==> config.mk <==
export PLATFORM = sky130hd
export DESIGN_NAME = two_button_debounce_long_press
export DESIGN_NICKNAME = d
export VERILOG_FILES = /design/src/rtl/core/tbdlp_pkg.sv /design/src/rtl/core/tbdlp_cfg.sv /design/src/rtl/core/tbdlp_core.sv /design/src/rtl/core/two_button_debounce_long_press.sv
export SDC_FILE = /design/constraint.sdc
export NUM_CORES = 1
export LEC_CHECK = 0
export BUFFER_PORTS_ARGS = -buffer_cell sky130_fd_sc_hd__buf_2
export CAP_MARGIN = 25
export CELL_PAD_IN_SITES_DETAIL_PLACEMENT = 1
export CELL_PAD_IN_SITES_GLOBAL_PLACEMENT = 1
export CORE_AREA = 2 2 113 115
export DETAILED_ROUTE_END_ITERATION = 8
export DIE_AREA = 0 0 115 117
export PLACE_DENSITY = 0.85
export RECOVER_POWER = 50
export SYNTH_ARGS = -nofsm -noshare
export SYNTH_HDL_FRONTEND = slang
export SYNTH_HIERARCHICAL = 1
export SYNTH_SLANG_ARGS = --single-unit
==> constraint.sdc <==
create_clock -name clk -period 3.4 [get_ports clk]
set_clock_uncertainty 0.05 [all_clocks]
set_input_delay 0.68 -clock clk [delete_from_list [all_inputs] [get_ports clk]]
set_output_delay 0.68 -clock clk [all_outputs]
set_load 0.1 [all_outputs]
==> src/rtl/core/tbdlp_pkg.sv <==
// Shared types, codes and reset values for the two-button debounce block.
package tbdlp_pkg;

	// Level packing: bit 0 left, bit 1 right, a zero bit means pressed
	localparam int unsigned LEVELS_W = 2;
	localparam logic [LEVELS_W-1:0] ALL_RELEASED = 2'b11;
	localparam logic [LEVELS_W-1:0] BOTH_PRESSED = 2'b00;

	// Register and counter widths
	localparam int unsigned DEBOUNCE_W = 8;
	localparam int unsigned COUNT_W    = 16;
	localparam int unsigned CFG_DATA_W = 16;
	localparam int unsigned CFG_IDX_W  = 2;
	localparam int unsigned EVENT_W    = 3;

	// Register reset values
	localparam logic [DEBOUNCE_W-1:0] DEBOUNCE_RST   = 8'd20;
	localparam logic [COUNT_W-1:0]    LONG_PRESS_RST = 16'd1000;
	localparam logic [COUNT_W-1:0]    REPEAT_RST     = 16'd200;

	// Register indexes on the write port
	typedef enum logic [CFG_IDX_W-1:0] {
		REG_DEBOUNCE   = 2'd0,
		REG_LONG_PRESS = 2'd1,
		REG_REPEAT     = 2'd2
	} reg_index_t;

	// Reported events
	typedef enum logic [EVENT_W-1:0] {
		EV_NONE       = 3'd0,
		EV_LEFT_REL   = 3'd1,
		EV_RIGHT_REL  = 3'd2,
		EV_BOTH_REL   = 3'd3,
		EV_LEFT_LONG  = 3'd4,
		EV_RIGHT_LONG = 3'd5,
		EV_BOTH_LONG  = 3'd6
	} event_code_t;

	// Configuration handed from the register file to the core
	typedef struct packed {
		logic [DEBOUNCE_W-1:0] debounce_ticks;
		logic [COUNT_W-1:0]    long_press_ticks;
		logic [COUNT_W-1:0]    repeat_ticks;
	} cfg_t;

	// One result item
	typedef struct packed {
		logic        any_held;
		event_code_t event_code;
		logic        press_started;
	} result_t;

endpackage

==> src/rtl/core/tbdlp_cfg.sv <==
// Configuration register file for the two-button debounce block.
module tbdlp_cfg (
	input  logic                                  clk,
	input  logic                                  arst_n,
	input  logic                                  cfg_we,
	input  logic [tbdlp_pkg::CFG_IDX_W-1:0]       cfg_index,
	input  logic [tbdlp_pkg::CFG_DATA_W-1:0]      cfg_data,
	output tbdlp_pkg::cfg_t                       cfg
);

	tbdlp_pkg::cfg_t cfg_q;

	// Write the addressed register, drop writes beyond the list
	always_ff @(posedge clk or negedge arst_n) begin
		if (!arst_n) begin
			cfg_q.debounce_ticks   <= tbdlp_pkg::DEBOUNCE_RST;
			cfg_q.long_press_ticks <= tbdlp_pkg::LONG_PRESS_RST;
			cfg_q.repeat_ticks     <= tbdlp_pkg::REPEAT_RST;
		end else if (cfg_we) begin
			case (cfg_index)
				tbdlp_pkg::REG_DEBOUNCE: begin
					cfg_q.debounce_ticks <= cfg_data[tbdlp_pkg::DEBOUNCE_W-1:0];
				end
				tbdlp_pkg::REG_LONG_PRESS: begin
					cfg_q.long_press_ticks <= cfg_data[tbdlp_pkg::COUNT_W-1:0];
				end
				tbdlp_pkg::REG_REPEAT: begin
					cfg_q.repeat_ticks <= cfg_data[tbdlp_pkg::COUNT_W-1:0];
				end
				default: begin
				end
			endcase
		end
	end

	assign cfg = cfg_q;

endmodule

==> src/rtl/core/tbdlp_core.sv <==
// Debounce, press/release and long-press state with its next-state logic.
module tbdlp_core (
	input  logic                               clk,
	input  logic                               arst_n,
	input  logic                               advance,
	input  logic [tbdlp_pkg::LEVELS_W-1:0]     levels,
	input  tbdlp_pkg::cfg_t                    cfg,
	output tbdlp_pkg::result_t                 res
);

	logic [tbdlp_pkg::LEVELS_W-1:0]   stable_q, stable_d;
	logic [tbdlp_pkg::LEVELS_W-1:0]   cand_q, cand_d;
	logic                             debouncing_q, debouncing_d;
	logic                             both_held_q, both_held_d;
	logic                             single_long_q, single_long_d;
	logic                             both_long_q, both_long_d;
	logic [tbdlp_pkg::DEBOUNCE_W-1:0] deb_cnt_q, deb_cnt_d;
	logic [tbdlp_pkg::COUNT_W-1:0]    hold_cnt_q, hold_cnt_d;
	logic [tbdlp_pkg::COUNT_W-1:0]    rep_cnt_q, rep_cnt_d;
	logic                             press;
	tbdlp_pkg::event_code_t           ev;

	// Work out one tick: next state and the result it causes
	always_comb begin
		stable_d      = stable_q;
		cand_d        = cand_q;
		debouncing_d  = debouncing_q;
		both_held_d   = both_held_q;
		single_long_d = single_long_q;
		both_long_d   = both_long_q;
		deb_cnt_d     = deb_cnt_q;
		hold_cnt_d    = hold_cnt_q;
		rep_cnt_d     = rep_cnt_q;
		press         = 1'b0;
		ev            = tbdlp_pkg::EV_NONE;

		if (debouncing_q) begin
			if (cand_q != levels) begin
				// Level moved during the run: restart it
				deb_cnt_d  = '0;
				hold_cnt_d = '0;
				rep_cnt_d  = '0;
				cand_d     = levels;
			end else if (deb_cnt_q < cfg.debounce_ticks) begin
				deb_cnt_d = deb_cnt_q + 1'b1;
			end else begin
				// Accept the candidate and report the change
				stable_d     = cand_q;
				deb_cnt_d    = '0;
				hold_cnt_d   = '0;
				rep_cnt_d    = '0;
				debouncing_d = 1'b0;
				if (cand_q != stable_q) begin
					if (stable_q == tbdlp_pkg::ALL_RELEASED) begin
						press = 1'b1;
					end
					if (both_held_q) begin
						if (cand_q == tbdlp_pkg::ALL_RELEASED && !both_long_q) begin
							ev = tbdlp_pkg::EV_BOTH_REL;
						end
					end else if (cand_q == tbdlp_pkg::BOTH_PRESSED) begin
						both_held_d = 1'b1;
					end else if (single_long_q) begin
						// Release after a long press stays silent
					end else if (cand_q[0] && !stable_q[0]) begin
						ev = tbdlp_pkg::EV_LEFT_REL;
					end else if (cand_q[1] && !stable_q[1]) begin
						ev = tbdlp_pkg::EV_RIGHT_REL;
					end
					if (cand_q == tbdlp_pkg::ALL_RELEASED) begin
						both_held_d   = 1'b0;
						single_long_d = 1'b0;
						both_long_d   = 1'b0;
					end
				end
			end
		end else begin
			// Advance hold and repeat timing while something is held
			if (stable_q != tbdlp_pkg::ALL_RELEASED) begin
				if (hold_cnt_q < cfg.long_press_ticks) begin
					hold_cnt_d = hold_cnt_q + 1'b1;
				end else if (rep_cnt_q < cfg.repeat_ticks) begin
					rep_cnt_d = rep_cnt_q + 1'b1;
				end else begin
					rep_cnt_d = '0;
					press     = 1'b1;
					if (stable_q == tbdlp_pkg::BOTH_PRESSED) begin
						if (!both_long_q) begin
							both_long_d = 1'b1;
							ev          = tbdlp_pkg::EV_BOTH_LONG;
						end
					end else if (both_held_q) begin
						// One button left over from a both-held press
					end else if (!stable_q[1]) begin
						single_long_d = 1'b1;
						ev            = tbdlp_pkg::EV_RIGHT_LONG;
					end else begin
						single_long_d = 1'b1;
						ev            = tbdlp_pkg::EV_LEFT_LONG;
					end
				end
			end else begin
				hold_cnt_d = '0;
				rep_cnt_d  = '0;
			end
			// Start a debounce run on a new raw level
			if (levels != stable_q) begin
				deb_cnt_d    = '0;
				hold_cnt_d   = '0;
				rep_cnt_d    = '0;
				cand_d       = levels;
				debouncing_d = 1'b1;
			end
		end
	end

	// Hold state until a tick is processed
	always_ff @(posedge clk or negedge arst_n) begin
		if (!arst_n) begin
			stable_q      <= tbdlp_pkg::ALL_RELEASED;
			cand_q        <= tbdlp_pkg::ALL_RELEASED;
			debouncing_q  <= 1'b0;
			both_held_q   <= 1'b0;
			single_long_q <= 1'b0;
			both_long_q   <= 1'b0;
			deb_cnt_q     <= '0;
			hold_cnt_q    <= '0;
			rep_cnt_q     <= '0;
		end else if (advance) begin
			stable_q      <= stable_d;
			cand_q        <= cand_d;
			debouncing_q  <= debouncing_d;
			both_held_q   <= both_held_d;
			single_long_q <= single_long_d;
			both_long_q   <= both_long_d;
			deb_cnt_q     <= deb_cnt_d;
			hold_cnt_q    <= hold_cnt_d;
			rep_cnt_q     <= rep_cnt_d;
		end
	end

	assign res.press_started = press;
	assign res.event_code    = ev;
	assign res.any_held      = (stable_d != tbdlp_pkg::ALL_RELEASED);

endmodule

==> src/rtl/core/two_button_debounce_long_press.sv <==
// Top level: tick input register, debounce core, result register and config port.
// Path: a tick is taken into the input register, worked by the core logic and its result
// captured in the result register; it waits in the input register while the result side stalls.
// Throughput: one tick per cycle while the result side takes results; the state update is one pass of logic.
// Reset (arst_n low): both stages empty, buttons seen as released, registers
// back to debounce 20, long press 1000 and repeat 200 ticks.
module two_button_debounce_long_press (
	input  logic                                 clk,
	input  logic                                 arst_n,
	input  logic                                 s_axis_tvalid,
	output logic                                 s_axis_tready,
	input  logic [7:0]                           s_axis_tdata,  // [0] left_level, [1] right_level
	output logic                                 m_axis_tvalid,
	input  logic                                 m_axis_tready,
	output logic [7:0]                           m_axis_tdata,  // [0] press_started, [3:1] event_code, [4] any_held
	input  logic                                 cfg_we,
	input  logic [tbdlp_pkg::CFG_IDX_W-1:0]      cfg_index,
	input  logic [tbdlp_pkg::CFG_DATA_W-1:0]     cfg_data
);

	logic                             valid_s1;
	logic [tbdlp_pkg::LEVELS_W-1:0]   levels_s1;
	logic                             out_valid_q;
	tbdlp_pkg::result_t               out_res_q;
	tbdlp_pkg::result_t               res;
	tbdlp_pkg::cfg_t                  cfg;
	logic                             advance;

	// Process the held tick when the result register is free or draining
	assign advance       = valid_s1 && (!out_valid_q || m_axis_tready);
	assign s_axis_tready = !valid_s1 || advance;

	// Input register
	always_ff @(posedge clk or negedge arst_n) begin
		if (!arst_n) begin
			valid_s1 <= 1'b0;
		end else if (s_axis_tready) begin
			valid_s1 <= s_axis_tvalid;
		end
	end

	always_ff @(posedge clk) begin
		if (s_axis_tready && s_axis_tvalid) begin
			levels_s1 <= s_axis_tdata[tbdlp_pkg::LEVELS_W-1:0];
		end
	end

	tbdlp_cfg u_cfg (
		.clk       (clk),
		.arst_n    (arst_n),
		.cfg_we    (cfg_we),
		.cfg_index (cfg_index),
		.cfg_data  (cfg_data),
		.cfg       (cfg)
	);

	tbdlp_core u_core (
		.clk     (clk),
		.arst_n  (arst_n),
		.advance (advance),
		.levels  (levels_s1),
		.cfg     (cfg),
		.res     (res)
	);

	// Result register
	always_ff @(posedge clk or negedge arst_n) begin
		if (!arst_n) begin
			out_valid_q <= 1'b0;
		end else if (advance) begin
			out_valid_q <= 1'b1;
		end else if (m_axis_tready) begin
			out_valid_q <= 1'b0;
		end
	end

	always_ff @(posedge clk) begin
		if (advance) begin
			out_res_q <= res;
		end
	end

	assign m_axis_tvalid = out_valid_q;
	assign m_axis_tdata  = {3'b000, out_res_q.any_held, out_res_q.event_code,
		out_res_q.press_started};

	// A stalled tick in the input register keeps its levels
	a_hold_s1: assert property (@(posedge clk) disable iff (!arst_n)
		(valid_s1 && !advance) |=> (valid_s1 && $stable(levels_s1)))
		else $error("input register lost a stalled tick");

	// Long-press events always come with press_started
	a_long_press: assert property (@(posedge clk) disable iff (!arst_n)
		(out_valid_q && (out_res_q.event_code == tbdlp_pkg::EV_LEFT_LONG ||
		out_res_q.event_code == tbdlp_pkg::EV_RIGHT_LONG ||
		out_res_q.event_code == tbdlp_pkg::EV_BOTH_LONG)) |-> out_res_q.press_started)
		else $error("long press without press_started");

	// A both-release leaves nothing held
	a_both_rel: assert property (@(posedge clk) disable iff (!arst_n)
		(out_valid_q && out_res_q.event_code == tbdlp_pkg::EV_BOTH_REL)
		|-> !out_res_q.any_held)
		else $error("both release reported while a button is held");

endmodule
* After elaboration in Yosys (flattened, before gate mapping)
Cells that the tools add are included.
Storage, ports and cells: register bits after elaboration 97, input bits 31, output and inout bits 10, logic and storage cells 146
Operators by class: $add $sub $neg 3, magnitude comparators 3, equal/unequal tests 21, multiplexer cells 70, bitwise operators 2, reductions and logical operators 29
Operators by type and width (count):
- 16-bit 2-to-1 mux | 11
- 3-bit 2-to-1 mux | 14
- 1-bit 2-to-1 mux | 33
- 16-bit by 1-bit adder with 16-bit output (second input constant) | 2
- 16-bit < comparator | 2
- 8-bit 2-to-1 mux | 4
- 2-bit 2-to-1 mux | 8
- 2-bit != test (second input constant) | 7
- 10-bit AND reduction | 1
- 3-bit AND reduction | 3
- 9-bit AND reduction | 1
- 8-bit by 1-bit adder with 8-bit output (second input constant) | 1
- 8-bit < comparator | 1
- 2-bit by 1-bit != test with 1-bit output (second input constant) | 4
- 4-bit by 3-bit != test with 1-bit output (second input constant) | 2
- 2-bit AND reduction | 4
- 2-bit nonzero test | 4
- 2-bit == test (second input constant) | 3
- 2-bit zero test | 3
- 2-bit != test | 3
- 1-bit logical AND | 5
- 1-bit zero test | 5
- 5-bit AND reduction | 1
- 3-bit != test (second input constant) | 1
- other kinds (3) | 5

* Logic depth before layout (Yosys ltp)
Gate-level depths: netlist (run 1).
word-level depth 11, mapped depth 10

* By module
The synthesis (run 1) kept the hierarchy.
Modules (own cells, without submodules):
- tbdlp_core | times used 1, cells an instance 459, area an instance 3867.5 um^2
- tbdlp_cfg | times used 1, cells an instance 85, area an instance 1539.0 um^2
- two_button_debounce_long_press | times used 1, cells an instance 19, area an instance 340.3 um^2

* Worst setup path after synthesis (run 1)
OpenSTA, ideal clock, no wires.
path kind flip-flop to flip-flop, from register u_cfg.cfg_q, in the netlist u_cfg/cfg[25], to register u_core/rep_cnt_q[10] (netlist name), setup time 78 ps, data arrival time 2530 ps, data required time 3272 ps, path slack 742 ps, cell stages (with the launch flop) 11, cell sequence dfstp_2 -> inv_1 -> ha_1 -> nand4_1 -> nor3_1 -> a311oi_4 -> and2_1 -> or4_1 -> clkbuf_1 -> buf_2 -> o2bb2ai_1
On the way: word-level cells in the longest chain between the ends 3
RTL lines:
- from (decl) | line tbdlp_cfg.sv:11 | tbdlp_pkg::cfg_t cfg_q;
- 16-bit < comparator | line tbdlp_core.sv:80 | if (hold_cnt_q < cfg.long_press_ticks) begin
- 4-bit by 3-bit != test with 1-bit output (no source line)
- 3-bit AND reduction (no source line)
- to (signal assigned) | line tbdlp_core.sv:138 | rep_cnt_q <= rep_cnt_d;
- to (decl) | line tbdlp_core.sv:19 | logic [tbdlp_pkg::COUNT_W-1:0] rep_cnt_q, rep_cnt_d;
No other way between the ends. A chain may end at the register's enable or synchronous reset.

* Worst setup path in the final report (run 1)
from register u_cfg.cfg_q, in the netlist u_cfg/cfg[25], to register u_core/rep_cnt_q[14] (netlist name)
Same word-level chain as after synthesis.

==> results of run 1 <==
## metal layers
layer  track usage  vias to the layer above
met4        0.1100                        0
met3       0.03502                       39
met5             0                        -
li1              -                     2110
met1        0.2814                     2240
met2        0.3898                       83
## final timing paths
kind                                                          end  cells after the start  slack, ns                 startpoint
worst max-delay path             u_core/rep_cnt_q[14]$_DFFE_PN0P_                      8       0.31  u_cfg/cfg[25]$_DFFE_PN1P_
worst min-delay path                    m_axis_tvalid$_DFFE_PN0P_                      1       0.45       valid_s1$_DFFE_PN0P_
worst max register to register   u_core/rep_cnt_q[14]$_DFFE_PN0P_                      8       0.31  u_cfg/cfg[25]$_DFFE_PN1P_
worst min register to register          m_axis_tvalid$_DFFE_PN0P_                      1       0.45       valid_s1$_DFFE_PN0P_
max in group asynchronous       u_core/hold_cnt_q[15]$_DFFE_PN0P_                      2       0.64                     arst_n
min in group asynchronous               u_cfg/cfg[17]$_DFFE_PN0P_                      1       1.04                     arst_n
## Yosys cell counts, types with 3 or more instances
cell / instances
or3_1: 10
o22ai_1: 8
dfstp_2: 15
a21oi_1: 23
nand4_1: 11
nand3b_4: 3
mux2_2: 42
a31oi_1: 4
a2bb2oi_1: 3
nand3_1: 18
o2bb2ai_1: 11
o211ai_1: 11
a221o_1: 3
and2_1: 4
buf_4: 6
nor2b_1: 3
nand2_1: 39
a21o_1: 3
edfxtp_1: 7
o211a_1: 4
xor2_1: 4
nor3_1: 7
nand2b_1: 14
inv_1: 52
xnor2_1: 3
buf_2: 4
and3_1: 12
o21ai_0: 26
dfrtp_1: 75
nand3b_1: 4
ha_1: 42
or4_1: 8
clkbuf_1: 10
o31ai_1: 11
nor2_1: 25
a211oi_1: 3
## metrics by stage
step | utilization | total power [W] | cells
after floorplan | - | 0.001829 | 565
after global placement | 0.4917 | 0.001967 | 734
after detailed placement | 0.4917 | 0.002028 | 734
after CTS | 0.5149 | 0.003041 | 750
after global routing | 0.5111 | 0.003161 | 750
final | 0.5111 | 0.003010 | 750
## logic make-up after synthesis
kind of cell / after synthesis / synth area share
compound gates: 127 / 0.1544
simple gates: 172 / 0.1716
fa+ha+maj: 42 / 0.09144
flops: 97 / 0.4317
xor+xnor: 7 / 0.01067
other cells: 1 / 0.0006525
buf+inv: 73 / 0.05378
mux: 44 / 0.08578
## where the power goes
group / internal (W) / leakage, nW / switching (W)
Sequential: 0.00131 / 1.20 / 0.0000928
Clock: 0.000566 / 0.140 / 0.000439
Combinational: 0.000242 / 1.50 / 0.000364
Total: 0.00211 / 2.83 / 0.000896
## sequential cells by signal, summed over array words and instances, names as in the netlist
name                  count
u_cfg/cfg                40
u_core/hold_cnt_q        16
u_core/rep_cnt_q         16
u_core/deb_cnt_q          8
m_axis_tdata              5
levels_s1                 2
u_core/cand_q             2
u_core/stable_q           2
m_axis_tvalid             1
u_core/both_held_q        1
u_core/both_long_q        1
u_core/debouncing_q       1
u_core/single_long_q      1
valid_s1                  1
## critical path: stages (launching register included)
cell      delay [ns]
dfstp_2         0.54
inv_1           0.04
ha_1            0.30
nand4_1         0.14
nor3_1          0.33
a311oi_4        0.21
and2_1          0.26
or4_1           0.83
o22ai_1         0.28
## layout make-up
class	count	area, µm²	area share
clock buffer	10	229.0	0.03639
clock inverter	6	57.56	0.009147
inverter	52	195.2	0.03102
multi-input combinational	395	2924	0.4647
sequential	97	2481	0.3943
tap	150	187.7	0.02983
timing repair buffer	40	217.7	0.03460
==> results.sh, run 1 <==
export IMPL_grt_pass1_vias=4936
export IMPL_grt_max_degree=45
export IMPL_clk_pin_slew_ns=0.07
export IMPL_synth_edff_count=7
export IMPL_fp_dieArea_um2=13460
export IMPL_endpoint_kind="register"
export IMPL_rsz0062_at_grt="false"
export IMPL_final_common_cell="dfrtp_1"
export IMPL_clkSinkCount=97
export IMPL_drt_iter0_markers=212
export IMPL_crit_type="reg -> reg"
export IMPL_cts_buffers_inserted=9
export IMPL_route_met2_wl_um=7153
export IMPL_hold_viol=0
export IMPL_wl_met3_um=445
export IMPL_top_layer_used="met4"
export IMPL_dpl_hpwl_um=10690
export IMPL_grt_pass1_wl_um=24030
export IMPL_wl_per_cell_um=19.20
export IMPL_pwr_density_cell_nw_per_um2=478.3
export IMPL_yosysUniqueCellTypes=62
export IMPL_fp_dieH_um=117
export IMPL_synthTopCellsByArea="dfrtp_1 33%, ha_1 9.1%, mux2_2 8.2%"
export IMPL_grt_usage=0.2270
export IMPL_wl_met1_um=6337
export IMPL_synth_avg_cell_area_um2=10.21
export IMPL_post_place_ws_ns=0.3562
export IMPL_die_x_um=115
export IMPL_portBuffers=31
export IMPL_ctsResizeCount=0
export IMPL_maxSlewHeadroom=-0.6371
export IMPL_ir_worst_vdd_mv=0.2240
export IMPL_worstSkewPairLatency_ns=0.35
export IMPL_remaining_drc_errors=0
export IMPL_drv_cap=1
export IMPL_setup_viol=0
export IMPL_synth_top_area_share=0.3266
export IMPL_worst_ep_arrival_time_ns=3.29
export IMPL_fmax_mhz=323.9
export IMPL_io_pins=41
export IMPL_worst_path_max_fanout=15
export IMPL_num_rows=41
export IMPL_wirelength_um=14400
export IMPL_outcome="finished, violations left"
export IMPL_worst_hold_slack_ns=0.4459
export IMPL_postCtsSetupRepairBufs=0
export IMPL_tritoncts="done"
export IMPL_drive_above_1_share=0.1950
export IMPL_synth_seq_cells=97
export IMPL_yosysWarnings=6
export IMPL_synth_flop_cell="dfrtp_1"
export IMPL_worstHoldPathType="reg -> reg"
export IMPL_fin_crit_ns=3.088
export IMPL_drv_slew=45
export IMPL_nNetsFinal=668
export IMPL_core_region_area_um2=12310
export IMPL_final_cell_mix="75 x dfrtp_1, 52 x inv_1, 42 x mux2_2, 42 x ha_1, 39 x nand2_1"
export IMPL_htree_levels=3
export IMPL_tns_ns=0
export IMPL_syn_area_um2=5747
export IMPL_p_leak_nw=2.835
export IMPL_synth_cells=563
export IMPL_syn2layout_area_growth_pct=9.493
export IMPL_drtPass1Iterations=4
export IMPL_fin_crit_sh=0.9081
export IMPL_overflow=0
export IMPL_final_area_um2=6292
export IMPL_cts_max_path_buffers=2
export IMPL_num_vias=4472
export IMPL_crit_required_ns=3.60
export IMPL_setup_ws_ns=0.3124
export IMPL_async_flop_share=0.9278
export IMPL_cts_root_buf="clkbuf_16"
export IMPL_cp_start_kind="register"
export IMPL_yosysTopAreaCell="dfrtp_1"
export IMPL_yosysSeqAreaShare=0.4317
export IMPL_drt_antenna_violating_nets=0
export IMPL_cts_hold_buffers=0
export IMPL_num_antenna_cells=0
export IMPL_place_gp_congestion=0.8639
export IMPL_antenna_found_initial=0
export IMPL_place_area_um2=6053
export IMPL_violations="max-capacitance violations, max-slew violations"
export IMPL_avgViaCountPerCell=5.963
export IMPL_n_fill_cell=1402
export IMPL_worst_pin_slew_ns=2.456
export IMPL_start_util=0.4668
(Power assumes the default switching activity.)
==> inputs of run 2 (changes only) <==
- clock period: 3.4 -> 2.95 ns (I/O delays scaled with it)
==> results.sh, run 2 (synthesis gave the netlist of run 1 again) <==
export IMPL_outcome="finished, violations left"
export IMPL_violations="max-capacitance violations, max-slew violations"
export IMPL_wirelength_um=14890
export IMPL_core_region_area_um2=12310
export IMPL_start_util=0.4668
export IMPL_avgViaCountPerCell=6.000
export IMPL_wl_per_cell_um=19.67
export IMPL_drtPass1Iterations=4
export IMPL_path_cells="inv_1, ha_1, a21oi_1, o21ai_0, a41oi_2, o21ai_0, or4_1, buf_4, o2bb2ai_1"
export IMPL_crit_type="reg -> reg"
export IMPL_drv_cap=1
export IMPL_dp_cells=740
export IMPL_ir_worst_vdd_mv=0.2573
export IMPL_fin_crit_ns=2.831
export IMPL_overflow=0
export IMPL_grt_use_met1=0.2960
export IMPL_io_pins=41
export IMPL_syn2layout_area_growth_pct=11.26
export IMPL_dpl_hpwl_um=10740
export IMPL_num_rows=41
export IMPL_regToRegStartpoint="u_cfg/cfg[7]$_DFFE_PN1P_"
export IMPL_drt_antenna_violating_nets=0
export IMPL_antenna_found_initial=0
export IMPL_final_common_cell="dfrtp_1"
export IMPL_cts_max_path_buffers=2
export IMPL_tns_ns=0
export IMPL_cts_buffers_inserted=9
export IMPL_htree_levels=3
export IMPL_place_gp_congestion=0.8504
export IMPL_post_place_ws_ns=0.1741
export IMPL_num_vias=4542
export IMPL_die_x_um=115
export IMPL_hold_viol=0
export IMPL_grt_max_degree=50
export IMPL_setup_ws_ns=0.1190
export IMPL_grt_pass1_wl_um=24630
export IMPL_maxSlewHeadroom=-0.5566
export IMPL_largest_register_ffs=40
export IMPL_grt_busiest_layer="met2"
export IMPL_instances_no_fill=757
export IMPL_worst_path_max_fanout=15
export IMPL_clkSinkCount=97
export IMPL_postCtsSetupRepairBufs=0
export IMPL_timing_critical_path_mode_cell="o21ai_0"
export IMPL_final_cell_mix="75 x dfrtp_1, 52 x inv_1, 42 x mux2_2, 42 x ha_1, 39 x nand2_1"
export IMPL_cp_slowest_cell="or4_1"
export IMPL_fp_dieArea_um2=13460
export IMPL_use_met2=0.4102
export IMPL_grt_use_met3=0.02935
export IMPL_critPathBufInv=2
export IMPL_grt_pass1_vias=4922
export IMPL_hold_start="s_axis_tdata[0]"
export IMPL_worst_ep_arrival_time_ns=3.03
export IMPL_fp_dieH_um=117
export IMPL_cts_hold_buffers=0
export IMPL_cp_start_kind="register"
export IMPL_cts_root_buf="clkbuf_16"
export IMPL_endpoint_kind="register"
export IMPL_nNetsFinal=675
export IMPL_drive_above_1_share=0.2092
export IMPL_portBuffers=31
export IMPL_cpLargestDelayFamily="compound AO/OA/AOI/OAI gates"
export IMPL_fmax_mhz=353.2
export IMPL_ctsResizeCount=0
export IMPL_worstSkewPairLatency_ns=0.35
export IMPL_drv_slew=42
export IMPL_slowest_delay_ns=0.57
export IMPL_tritoncts="done"
export IMPL_crit_start="u_cfg/cfg[7]$_DFFE_PN1P_"
export IMPL_remaining_drc_errors=0
export IMPL_grt_usage=0.2357
export IMPL_pwr_density_cell_nw_per_um2=554.8
export IMPL_fin_crit_sh=0.9597
export IMPL_crit_required_ns=3.15
export IMPL_worstHoldPathType="in -> reg"
export IMPL_n_fill_cell=1394
export IMPL_worst_pin_slew_ns=2.335
export IMPL_clk_pin_slew_ns=0.07
export IMPL_num_antenna_cells=0
export IMPL_drt_iter0_markers=244
export IMPL_rsz0062_at_grt="false"
export IMPL_setup_viol=0
export IMPL_p_leak_nw=2.877
==> run 2: report_power, final <==
group	switching (W)	internal (W)	leakage, nW
clock	0.000510	0.000706	0.147
sequential	0.000111	0.00150	1.20
combinational	0.000421	0.000294	1.53
==> run 2: layer usage <==
metal | part of all wire | up-vias | wire, µm
li1 | - | 2137 | -
met1 | 0.44 | 2311 | 6567
met2 | 0.51 | 69 | 7569
met3 | 0.028 | 25 | 423
met4 | 0.022 | 0 | 328
met5 | 0 | - | 0
==> run 2: worst paths after layout <==
kind	end	slack (ns)	cells after the start
max	u_core/rep_cnt_q[4]$_DFFE_PN0P_	0.12	9
max reg2reg	u_core/rep_cnt_q[4]$_DFFE_PN0P_	0.12	9
min reg2reg	u_cfg/cfg[0]$_DFFE_PN0P_	0.45	1
min	levels_s1[0]$_DFFE_PP_	0.36	1
min in group asynchronous	u_core/rep_cnt_q[11]$_DFFE_PN0P_	0.89	1
max in group asynchronous	u_core/deb_cnt_q[7]$_DFFE_PN0P_	0.64	1
==> run 2: area by class of cell <==
class,instances,area [µm²],share of cell area
inverter,52,195.2,0.03053
clock inverter,2,36.28,0.005675
clock buffer,14,264.0,0.04129
multi-input combinational,395,2944,0.4605
sequential,97,2481,0.3881
tap,150,187.7,0.02935
timing repair buffer,47,285.3,0.04462
==> run 2: per-stage QoR <==
step,hold WS [ns],total power (W),util,area [µm²]
2_1_floorplan,0.2444,0.002108,-,5754
4_1_cts,0.1942,0.003574,0.5207,6411
6_report,0.3575,0.003547,0.5193,6394
3_3_place_gp,0.4224,0.002282,0.4963,6111
3_5_place_dp,0.4391,0.002345,0.4963,6111
5_1_grt,0.3540,0.003721,0.5193,6394
==> inputs of run 3 (changes only) <==
- RECOVER_POWER: 50 -> default
- SLEW_MARGIN: default -> 15
- clock period: 2.95 -> 2.9 ns (I/O delays scaled with it)
==> results.sh, run 3 (synthesis gave the netlist of run 1 again) <==
export IMPL_setup_viol=0
export IMPL_cpLargestDelayFamily="compound AO/OA/AOI/OAI gates"
export IMPL_worstHoldPathType="in -> async"
export IMPL_crit_required_ns=3.11
export IMPL_final_common_cell="dfrtp_1"
export IMPL_die_x_um=115
export IMPL_final_area_um2=6429
export IMPL_portBuffers=31
export IMPL_pwr_density_cell_nw_per_um2=554.2
export IMPL_final_cell_mix="75 x dfrtp_1, 52 x inv_1, 42 x mux2_2, 42 x ha_1, 39 x nand2_1"
export IMPL_drtPass1Iterations=4
export IMPL_p_leak_nw=2.920
export IMPL_drv_slew=0
export IMPL_crit_end="u_core/rep_cnt_q[14]$_DFFE_PN0P_"
export IMPL_rrSetupSlack_ns=0.03
export IMPL_htree_levels=3
export IMPL_worstSkewPairLatency_ns=0.36
export IMPL_critPathBufInv=1
export IMPL_slowest_delay_ns=0.52
export IMPL_cts_root_buf="clkbuf_16"
export IMPL_worst_path_max_fanout=15
export IMPL_drive_above_1_share=0.2200
export IMPL_regToRegEndpoint="u_core/rep_cnt_q[14]$_DFFE_PN0P_"
export IMPL_path_cells="ha_1, a211oi_1, o21ai_0, a41oi_2, o21ai_1, or4_1, buf_4, o22ai_1"
export IMPL_cts_max_path_buffers=2
export IMPL_avgViaCountPerCell=5.930
export IMPL_start_util=0.4668
export IMPL_grt_pass1_wl_um=24370
export IMPL_num_antenna_cells=0
export IMPL_wl_per_cell_um=19.52
export IMPL_io_pins=41
export IMPL_worst_pin_slew_ns=0.6965
export IMPL_grt_usage=0.2325
export IMPL_dpl_hpwl_um=10580
export IMPL_cts_hold_buffers=0
export IMPL_cp_slowest_cell="or4_1"
export IMPL_drv_cap=0
export IMPL_crit_cells=8
export IMPL_fmax_mhz=348.6
export IMPL_regToRegStartpoint="u_core/rep_cnt_q[2]$_DFFE_PN0P_"
export IMPL_core_region_area_um2=12310
export IMPL_crit_start="u_core/rep_cnt_q[2]$_DFFE_PN0P_"
export IMPL_num_vias=4501
export IMPL_ir_worst_vdd_mv=0.2917
export IMPL_cp_start_kind="register"
export IMPL_antenna_found_initial=0
export IMPL_finalPower_w=0.003563
export IMPL_postCtsSetupRepairBufs=0
export IMPL_grt_max_degree=57
export IMPL_reg2regPathDepth=8
export IMPL_fin_crit_ns=2.869
export IMPL_place_gp_congestion=0.8578
export IMPL_grt_pass1_vias=4812
export IMPL_drt_iter0_markers=256
export IMPL_worst_hold_slack_ns=0.1314
export IMPL_largest_register_ffs=40
export IMPL_overflow=0
export IMPL_clk_pin_slew_ns=0.07
export IMPL_ctsResizeCount=0
export IMPL_n_fill_cell=1394
export IMPL_hold_viol=0
export IMPL_num_rows=41
export IMPL_multi_input_area_um2=2980
export IMPL_syn2layout_area_growth_pct=11.87
export IMPL_maxSlewHeadroom=0.5340
export IMPL_instances_no_fill=759
export IMPL_worst_ep_arrival_time_ns=3.08
export IMPL_fp_dieH_um=117
export IMPL_drt_antenna_violating_nets=0
export IMPL_fp_dieArea_um2=13460
export IMPL_endpoint_kind="register"
export IMPL_dp_cells=742
export IMPL_place_area_um2=6126
export IMPL_cts_buffers_inserted=9
export IMPL_clkSinkCount=97
export IMPL_outcome="complete, no violations"
export IMPL_nNetsFinal=677
export IMPL_tritoncts="done"
export IMPL_final_seq_area_um2=2481
export IMPL_fin_crit_sh=0.9892
export IMPL_crit_type="reg -> reg"
export IMPL_wirelength_um=14810
export IMPL_remaining_drc_errors=0
## run 3: final cells by class
type	count	area share
well taps	150	0.02919
repair buffers	49	0.04710
flip-flops and latches	97	0.3859
inverters	52	0.03036
clock inverters	4	0.007007
multi-input cells	395	0.4636
clock buffers	12	0.03678
## run 3: how the worst min path moves through the flow
| stage | to | slack [ns] | cells after the start |
|---|---|---|---|
| after detailed placement | u_cfg/cfg[18]$_DFFE_PN0P_ | 0.44 | 1 |
| after global placement | u_core/single_long_q$_DFFE_PN0P_ | 0.43 | 2 |
| after global routing | u_cfg/cfg[0]$_DFFE_PN0P_ | 0.17 | 1 |
| after floorplan | m_axis_tvalid$_DFFE_PN0P_ | 0.23 | 0 |
| final | u_cfg/cfg[18]$_DFFE_PN0P_ | 0.13 | 1 |
| after CTS | u_core/deb_cnt_q[4]$_DFFE_PN0P_ | 0.14 | 1 |
## run 3: worst register-to-register path: stages (launching register included)
cell	delay, ns
dfrtp_1	0.44
ha_1	0.34
a211oi_1	0.31
o21ai_0	0.22
a41oi_2	0.36
o21ai_1	0.17
or4_1	0.52
buf_4	0.21
o22ai_1	0.17
## run 3: routing by layer
layer  vias to the layer above  GRT usage  routed length [µm]
met1                      2266     0.2961                6512
li1                       2136          -                   -
met3                        27    0.03913                 451
met4                         0    0.08112                 344
met2                        72     0.4027                7504
met5                         -          0                   0
## run 3: through the flow
stage	utilization	worst slack, ns	TNS [ns]
after CTS	0.5204	0.002561	0
after floorplan	-	0.2423	0
final	0.5222	0.03131	0
after global routing	0.5222	-0.05167	-0.3666
after global placement	0.4976	0.2339	0
after detailed placement	0.4976	0.1160	0
## run 3: report_power, final
part / switching, W / total, W / internal, W
Combinational: 0.000444 / 0.000749 / 0.000305
Clock: 0.000507 / 0.00117 / 0.000665
Sequential: 0.000110 / 0.00164 / 0.00153
